$ cat src/hdl/rspar_pkg.sv
// rspar_pkg: shared types, constants and GF(256) arithmetic for the
// Reed-Solomon parity core. No dependencies.
package rspar_pkg;

   localparam logic [8:0] GF_POLY   = 9'h11D;
   localparam logic [7:0] GF_ALPHA  = 8'h02;
   localparam logic [7:0] GF_ONE    = 8'h01;
   localparam int         LEN_RESET = 10;
   localparam int         CSR_W     = 5;

   // per-cycle control broadcast to every cell of the remainder chain
   typedef struct packed {
      logic       init;    // clear remainder, seed monic generator
      logic       build;   // one generator multiply-by-root pass
      logic       step;    // data byte transfer
      logic       last;    // transferred byte ends the block
      logic       shift;   // parity byte transfer, shift output row
      logic [7:0] root;
      logic [7:0] factor;
   } rspar_ctl_type;

   // GF(256) multiply, polynomial 0x11D, msb of b first
   function automatic logic [7:0] gf_mul(input logic [7:0] a, input logic [7:0] b);
      logic [7:0] acc;
      acc = 8'h00;
      for (int k = 7; k >= 0; k--) begin
         acc = {acc[6:0], 1'b0} ^ (acc[7] ? GF_POLY[7:0] : 8'h00);
         acc = acc ^ (b[k] ? a : 8'h00);
      end
      return acc;
   endfunction

endpackage

$ cat src/hdl/rspar_if.sv
// rspar_if: valid/ready channel interfaces for the Reed-Solomon parity core.
// Depends on nothing.
interface rspar_req_if;
   logic       valid;
   logic       ready;
   logic [7:0] data_byte;
   logic       last_byte;

   modport source (output valid, output data_byte, output last_byte, input ready);
   modport sink   (input valid, input data_byte, input last_byte, output ready);
endinterface

interface rspar_rsp_if;
   logic       valid;
   logic       ready;
   logic [7:0] parity_byte;
   logic       last_parity;

   modport source (output valid, output parity_byte, output last_parity, input ready);
   modport sink   (input valid, input parity_byte, input last_parity, output ready);
endinterface

$ cat src/hdl/rspar_cell.sv
// rspar_cell: one coefficient slice of the encoder, holding a generator,
// a remainder and an output parity byte. Depends on rspar_pkg.
module rspar_cell (
   input  logic                    clock,
   input  rspar_pkg::rspar_ctl_type ctl,
   input  logic                    seed,
   input  logic [7:0]              gen_nb,
   input  logic [7:0]              rem_nb,
   input  logic [7:0]              par_nb,
   output logic [7:0]              gen_out,
   output logic [7:0]              rem_out,
   output logic [7:0]              par_out
);

   logic [7:0] gen_ff, gen_in;
   logic [7:0] rem_ff, rem_in;
   logic [7:0] par_ff, par_in;
   logic [7:0] prod;
   logic [7:0] rem_step;

   // one multiplier, shared by generator build and division
   always_comb begin
      prod     = rspar_pkg::gf_mul(gen_ff, ctl.build ? ctl.root : ctl.factor);
      rem_step = rem_nb ^ prod;
   end

   always_comb begin
      if (ctl.init) begin
         gen_in = seed ? rspar_pkg::GF_ONE : 8'h00;
      end else if (ctl.build) begin
         gen_in = prod ^ gen_nb;
      end else begin
         gen_in = gen_ff;
      end

      if (ctl.init || (ctl.step && ctl.last)) begin
         rem_in = 8'h00;
      end else if (ctl.step) begin
         rem_in = rem_step;
      end else begin
         rem_in = rem_ff;
      end

      if (ctl.step && ctl.last) begin
         par_in = rem_step;
      end else if (ctl.shift) begin
         par_in = par_nb;
      end else begin
         par_in = par_ff;
      end
   end

   always_ff @(posedge clock) begin
      gen_ff <= gen_in;
      rem_ff <= rem_in;
      par_ff <= par_in;
   end

   assign gen_out = gen_ff;
   assign rem_out = rem_ff;
   assign par_out = par_ff;

endmodule

$ cat src/hdl/reed_solomon_parity_gf256_core.sv
// Reed-Solomon parity generator over GF(256), polynomial 0x11D, alpha 2.
// Depends on rspar_pkg, rspar_if and rspar_cell.
//
// Takes one data byte per clock on req_chan while ready is high and, after
// the byte marked last, returns parity_length parity bytes on rsp_chan,
// highest coefficient first, with last_parity on the final one. The division
// runs in a row of MAX_PARITY cells, each updating one remainder coefficient
// per accepted byte, so bytes of the next block flow in while the previous
// parity drains. A last byte is held off until the previous block's parity
// has left the output row, so a block shorter than the parity length is
// paced by the parity drain, not by its byte count. After reset and after
// each csr write the generator is rebuilt in place: req_chan.ready stays low
// through the init and build passes and any partly divided block is dropped.
// Lengths of 0 act as 1, lengths above MAX_PARITY act as MAX_PARITY.
module reed_solomon_parity_gf256_core #(
   parameter int MAX_PARITY = 30
) (
   input  logic                                  clock,
   input  logic                                  reset,
   input  logic                                  csr_we,
   input  logic [rspar_pkg::CSR_W-1:0]           csr_wdata,
   rspar_req_if.sink                             req_chan,
   rspar_rsp_if.source                           rsp_chan
);

   localparam int LEN_W = $clog2(MAX_PARITY + 1);
   localparam logic [LEN_W-1:0] LEN_MAX = LEN_W'(MAX_PARITY);
   localparam logic [LEN_W-1:0] LEN_ONE = LEN_W'(1);
   localparam logic [LEN_W-1:0] LEN_RST =
      (rspar_pkg::LEN_RESET > MAX_PARITY) ? LEN_W'(MAX_PARITY) : LEN_W'(rspar_pkg::LEN_RESET);

   logic [LEN_W-1:0] n_ff, n_in;
   logic             init_ff, init_in;
   logic [LEN_W-1:0] bld_cnt_ff, bld_cnt_in;
   logic [LEN_W-1:0] out_cnt_ff, out_cnt_in;
   logic [7:0]       root_ff, root_in;
   logic [LEN_W-1:0] len_clamped;
   logic             building, load_ok, req_xfer, rsp_xfer, load;

   rspar_pkg::rspar_ctl_type ctl;

   logic [7:0] gen_w [MAX_PARITY+1];
   logic [7:0] rem_w [MAX_PARITY+1];
   logic [7:0] par_w [MAX_PARITY+1];

   always_comb begin
      if (csr_wdata == '0) begin
         len_clamped = LEN_ONE;
      end else if (int'(csr_wdata) > MAX_PARITY) begin
         len_clamped = LEN_MAX;
      end else begin
         len_clamped = LEN_W'(csr_wdata);
      end
   end

   assign building = init_ff || (bld_cnt_ff != '0);
   // a last byte may load the output row only once it is empty or emptying
   assign load_ok  = (out_cnt_ff == '0) || ((out_cnt_ff == LEN_ONE) && rsp_chan.ready);

   assign req_chan.ready = !building && (!req_chan.last_byte || load_ok);
   assign req_xfer       = req_chan.valid && req_chan.ready;
   assign rsp_xfer       = rsp_chan.valid && rsp_chan.ready;
   assign load           = req_xfer && req_chan.last_byte;

   always_comb begin
      ctl.init   = init_ff;
      ctl.build  = !init_ff && (bld_cnt_ff != '0);
      ctl.step   = req_xfer;
      ctl.last   = req_chan.last_byte;
      ctl.shift  = rsp_xfer;
      ctl.root   = root_ff;
      ctl.factor = req_chan.data_byte ^ rem_w[0];
   end

   always_comb begin
      n_in       = n_ff;
      init_in    = init_ff;
      bld_cnt_in = bld_cnt_ff;
      root_in    = root_ff;
      if (csr_we) begin
         n_in       = len_clamped;
         init_in    = 1'b1;
         bld_cnt_in = '0;
      end else if (init_ff) begin
         init_in    = 1'b0;
         bld_cnt_in = n_ff;
         root_in    = rspar_pkg::GF_ONE;
      end else if (bld_cnt_ff != '0) begin
         bld_cnt_in = bld_cnt_ff - LEN_ONE;
         root_in    = rspar_pkg::gf_mul(root_ff, rspar_pkg::GF_ALPHA);
      end

      if (load) begin
         out_cnt_in = n_ff;
      end else if (rsp_xfer) begin
         out_cnt_in = out_cnt_ff - LEN_ONE;
      end else begin
         out_cnt_in = out_cnt_ff;
      end
   end

   always_ff @(posedge clock) begin
      if (reset) begin
         n_ff       <= LEN_RST;
         init_ff    <= 1'b1;
         bld_cnt_ff <= '0;
         out_cnt_ff <= '0;
      end else begin
         n_ff       <= n_in;
         init_ff    <= init_in;
         bld_cnt_ff <= bld_cnt_in;
         out_cnt_ff <= out_cnt_in;
      end
   end

   always_ff @(posedge clock) begin
      root_ff <= root_in;
   end

   // the last cell of the row sees zero neighbours beyond it
   assign gen_w[MAX_PARITY] = 8'h00;
   assign rem_w[MAX_PARITY] = 8'h00;
   assign par_w[MAX_PARITY] = 8'h00;

   for (genvar j = 0; j < MAX_PARITY; j++) begin : g_cell
      rspar_cell u_cell (
         .clock   (clock),
         .ctl     (ctl),
         .seed    (n_ff == LEN_W'(j + 1)),
         .gen_nb  (gen_w[j+1]),
         .rem_nb  (rem_w[j+1]),
         .par_nb  (par_w[j+1]),
         .gen_out (gen_w[j]),
         .rem_out (rem_w[j]),
         .par_out (par_w[j])
      );
   end

   assign rsp_chan.valid       = (out_cnt_ff != '0);
   assign rsp_chan.parity_byte = par_w[0];
   assign rsp_chan.last_parity = (out_cnt_ff == LEN_ONE);

   a_load_count: assert property (@(posedge clock) disable iff (reset)
      load |=> out_cnt_ff == $past(n_ff))
      else $error("parity count not loaded with active length");

   a_drain_count: assert property (@(posedge clock) disable iff (reset)
      rsp_xfer && !load |=> out_cnt_ff == LEN_W'($past(out_cnt_ff) - LEN_ONE))
      else $error("parity count did not step down on transfer");

   a_len_range: assert property (@(posedge clock) disable iff (reset)
      csr_we |=> init_ff && n_ff != '0 && n_ff <= LEN_MAX)
      else $error("length write did not start a rebuild in range");

   a_build_len: assert property (@(posedge clock) disable iff (reset)
      init_ff && !csr_we |=> bld_cnt_ff == $past(n_ff))
      else $error("generator build not sized to active length");

endmodule

$ cat src/flat_wrapper.sv
// flat-port wrapper written by rule: the top's interface ports become plain ports
module reed_solomon_parity_gf256_core_flat 
#(
   parameter int MAX_PARITY = 30
)
  (clock, reset, csr_we, csr_wdata, req_chan_valid, req_chan_data_byte, req_chan_last_byte, req_chan_ready, rsp_chan_valid, rsp_chan_parity_byte, rsp_chan_last_parity, rsp_chan_ready);
  rspar_req_if req_chan_i ();
  rspar_rsp_if rsp_chan_i ();
  input  logic clock;
  input  logic reset;
  input  logic csr_we;
  input  logic [rspar_pkg::CSR_W-1:0] csr_wdata;
  input wire logic [$bits(req_chan_i.valid)-1:0] req_chan_valid;
  input wire logic [$bits(req_chan_i.data_byte)-1:0] req_chan_data_byte;
  input wire logic [$bits(req_chan_i.last_byte)-1:0] req_chan_last_byte;
  output wire logic [$bits(req_chan_i.ready)-1:0] req_chan_ready;
  output wire logic [$bits(rsp_chan_i.valid)-1:0] rsp_chan_valid;
  output wire logic [$bits(rsp_chan_i.parity_byte)-1:0] rsp_chan_parity_byte;
  output wire logic [$bits(rsp_chan_i.last_parity)-1:0] rsp_chan_last_parity;
  input wire logic [$bits(rsp_chan_i.ready)-1:0] rsp_chan_ready;
  assign req_chan_i.valid = req_chan_valid;
  assign req_chan_i.data_byte = req_chan_data_byte;
  assign req_chan_i.last_byte = req_chan_last_byte;
  assign req_chan_ready = req_chan_i.ready;
  assign rsp_chan_valid = rsp_chan_i.valid;
  assign rsp_chan_parity_byte = rsp_chan_i.parity_byte;
  assign rsp_chan_last_parity = rsp_chan_i.last_parity;
  assign rsp_chan_i.ready = rsp_chan_ready;
  reed_solomon_parity_gf256_core #(.MAX_PARITY(MAX_PARITY)) u_core (.clock(clock), .reset(reset), .csr_we(csr_we), .csr_wdata(csr_wdata), .req_chan(req_chan_i), .rsp_chan(rsp_chan_i));
endmodule
$ cat config.mk
export PLATFORM = sky130hd
export DESIGN_NAME = reed_solomon_parity_gf256_core_flat
export DESIGN_NICKNAME = d
export VERILOG_FILES = /design/src/hdl/rspar_pkg.sv /design/src/hdl/rspar_if.sv /design/src/hdl/rspar_cell.sv /design/src/hdl/reed_solomon_parity_gf256_core.sv /design/src/flat_wrapper.sv
export SDC_FILE = /design/constraint.sdc
export NUM_CORES = 2
export LEC_CHECK = 0
export BUFFER_PORTS_ARGS = -buffer_cell sky130_fd_sc_hd__buf_2
export CAP_MARGIN = 20
export CELL_PAD_IN_SITES_DETAIL_PLACEMENT = 0
export CELL_PAD_IN_SITES_GLOBAL_PLACEMENT = 1
export CORE_AREA = 3 3 316 395
export CTS_CLUSTER_DIAMETER = 100
export DETAILED_ROUTE_END_ITERATION = 7
export DIE_AREA = 0 0 319 398
export PLACE_DENSITY = 0.94
export REMOVE_ABC_BUFFERS = 1
export SLEW_MARGIN = 10
export SYNTH_ARGS = -nofsm -noshare
export SYNTH_HDL_FRONTEND = slang
export SYNTH_SLANG_ARGS = --single-unit
$ cat constraint.sdc
create_clock -name clock -period 33.6 [get_ports clock]
set_clock_uncertainty 0.05 [all_clocks]
set_input_delay 6.72 -clock clock [delete_from_list [all_inputs] [get_ports clock]]
set_output_delay 6.72 -clock clock [all_outputs]
set_load 0.02 [all_outputs]
==> results.toml <==
[sta]
setup_viol = 0
fin_crit_ns = 14.35
rsz0062_at_grt = "no"
tns_ns = 0
setup_slack_ns = 19.25
post-route-period-util_pct = 42.70
hold_viol = 0
max_freq_mhz = 69.69
worstMarginPinSlew_ns = 1.315
slew_viol_final = 0
whs_ns = 0.4133
slew_headroom_pct = 12.32

[floorplan]
io_pins = 30
die-area_sq_um = 127000
start_util_pct = 54.74
die_w_um = 319
die_h_um = 398
core_area_sq_um = 121500
row_count = 143

[setup_path]
r2r-start = "u_core.init_ff"
slowest_delay_ns = 0.27
critPathRequiredTime_ns = 26.83
critPathKind = "input pin to output port"
cp_data_arrival_time_ns = 7.58
crit_buf_inv = 3
cpLargestDelayFamily = "buffers and inverters"
critPathLaunchType = "input pin"
worstPathMaxFanout = 5
slowest_stage = "buf_4"
r2r_slack_ns = 26.42
r2r_end = "u_core.g_cell[18].u_cell.rem_out[3]"
r2r_cells = 13
cpMostUsedCell = "buf_2"
critPathCaptureType = "output port"
path_cells = "buf_2, nand2_1, a31oi_1, buf_4, buf_2"

[drt]
routed_wl_um = 244100
wl_per_cell_um = 27.60
vias_per_cell = 6.643
detail-route-antenna-nets = 0
drc = 28
first_iter_violations = 8614
vias = 58750
dr.pass1.iters = 8

[clock_tree]
post_cts_buffers = 0
ctsHtreeMaxLevel = 3
cts_tree = "built"
ctsResizeCount = 0
cts_made_buffers = 82
path_clk_slew_ns = 0.07
clk_latency_ns = 0.73
holdBufCountCts = 0
cts_root_buf = "clkbuf_16"
cts.sinks = 744
cts.path.max_buffers = 3

[finish]
synthToLayoutAreaGrowth_pct = 4.339
final_cell_mix = "1420 x xnor2_1, 1209 x nand2_1, 1083 x nand3_1, 620 x xor2_1, 488 x edfxtp_1"
final_common_cell = "xnor2_1"
layout-drive-gt1-share_pct = 5.849
fin_util_pct = 57.11
nets = 7185

[yosys]
yosysWarnings = 0
synth.area.top_cells = "edfxtp_1 22%, xnor2_1 19%, xor2_1 8.2%"
synthArstFlopShare_pct = 0
syn_avg_cell_area_sq_um = 8.625
yosys.cell_types.count = 81
ys_seq_area_share_pct = 29.74
syn_area_sq_um = 66500
yosys.area.top_type = "edfxtp_1"
ys_ff_latch = 744
synth_edf_count = 488
netlist.area_leader.share_pct = 22.04
synthCells = 7710
ys.flop_type = "edfxtp_1"

[global_routing]
globalRouteOverflowTotal = 0
antenna_found_initial = 13
grt_pass1_vias = 57310
grt_max_degree = 163
grt_first_pass_wirelength_um = 362100
grt.total_usage_pct = 37.49

[hold_path]
hold_depth = 2
min_from = "u_core.g_cell[2].u_cell.rem_out[0]"
hold_path.class = "flop to flop"
whs_endpoint = "u_core.g_cell[2].u_cell.rem_out[0]"

[outcome]
outcome = "finished with violations"
violations = "design-rule violations"

[placed_design]
numPortBuffers = 29
place_worst_setup_slack_ns = 19.27
hpwl_um = 148100
gp_congestion = 0.9654

[job]
drv_cap = 0
==> worst reg2reg max path, cell delays in order, from the launching register on <==
cell	delay, ns
dfxtp_4	0.68
buf_4	0.83
buf_4	0.86
or2_2	0.35
nand2b_4	0.64
buf_4	0.77
nand3_1	0.19
xor2_1	0.40
xnor3_1	0.49
xor2_1	0.53
xnor3_1	0.48
xnor2_1	0.57
nand2_1	0.11
a21oi_1	0.16
==> cells by family (layout without fill, tap and decap cells) <==
family	Yosys count	after routing	synth area share (%)
other	0	17	0
buffers and inverters	811	333	5.330
DFF	744	744	29.74
adders and majority gates	4	4	0.07526
and+or+nand+nor	2954	2954	19.71
muxes	34	34	0.5682
xor gates and xnor gates	2338	2338	36.71
AOI/OAI and AO/OA	825	825	7.861
==> flip-flops by register name, indices dropped and copies added, names as in the netlist <==
| register | cells |
|---|---|
| u_core.bld_cnt_ff | 5 |
| u_core.g_cell.u_cell.gen_out | 240 |
| u_core.g_cell.u_cell.par_out | 240 |
| u_core.g_cell.u_cell.rem_out | 240 |
| u_core.init_ff | 1 |
| u_core.n_ff | 5 |
| u_core.out_cnt_ff | 5 |
| u_core.root_ff | 8 |
==> layout make-up <==
type / count / area (sq um)
fill: 10440 / 52100
multi-input combinational: 6155 / 43470
sequential: 744 / 19780
clock buffer: 106 / 2296
tap: 1595 / 1996
timing repair buffer: 148 / 1220
clock inverter: 48 / 460.4
inverter: 31 / 116.4
antenna: 17 / 42.54
==> layer usage <==
layer	vias up	GRT usage, %	part of all wire, %
li1	24710	-	-
met1	27880	44.01	34
met2	4749	56.99	43
met3	1397	10.72	13
met4	12	31.14	9.6
met5	-	0	0.034
==> how the worst max path moves through the flow <==
stage,slack (ns),end,from,depth (start not counted)
floorplan,-0.58,u_core.g_cell[0].u_cell.par_out[0],u_core.init_ff,6
global placement,19.22,req_chan_ready,rsp_chan_ready,5
detailed placement,19.27,req_chan_ready,rsp_chan_ready,5
CTS,19.27,req_chan_ready,rsp_chan_ready,5
global route,19.25,req_chan_ready,rsp_chan_ready,5
finish,19.25,req_chan_ready,rsp_chan_ready,5
==> synthesized netlist by cell type, drive strengths merged (30+ instances only) <==
cell type  instances
xnor2           1440
nand2           1216
nor2             374
nor3              85
xor2             632
a22oi             44
nand3           1083
a21oi            177
dfxtp            256
inv               30
clkbuf           408
xnor3            244
o21ai            315
o21a              47
o22ai             31
and2              66
a211oi            73
and3              41
a32oi             38
edfxtp           488
buf              372
==> per-stage QoR <==
step	cell area, sq um	cells
6_report	69390	8844
5_1_grt	69350	8829
4_1_cts	69290	8824
3_5_place_dp	66530	8670
3_3_place_gp	66530	8670
2_1_floorplan	63070	6930
Power is not shown: default switching activity piles up to over one toggle a cycle in this logic, so the estimate is an artifact.
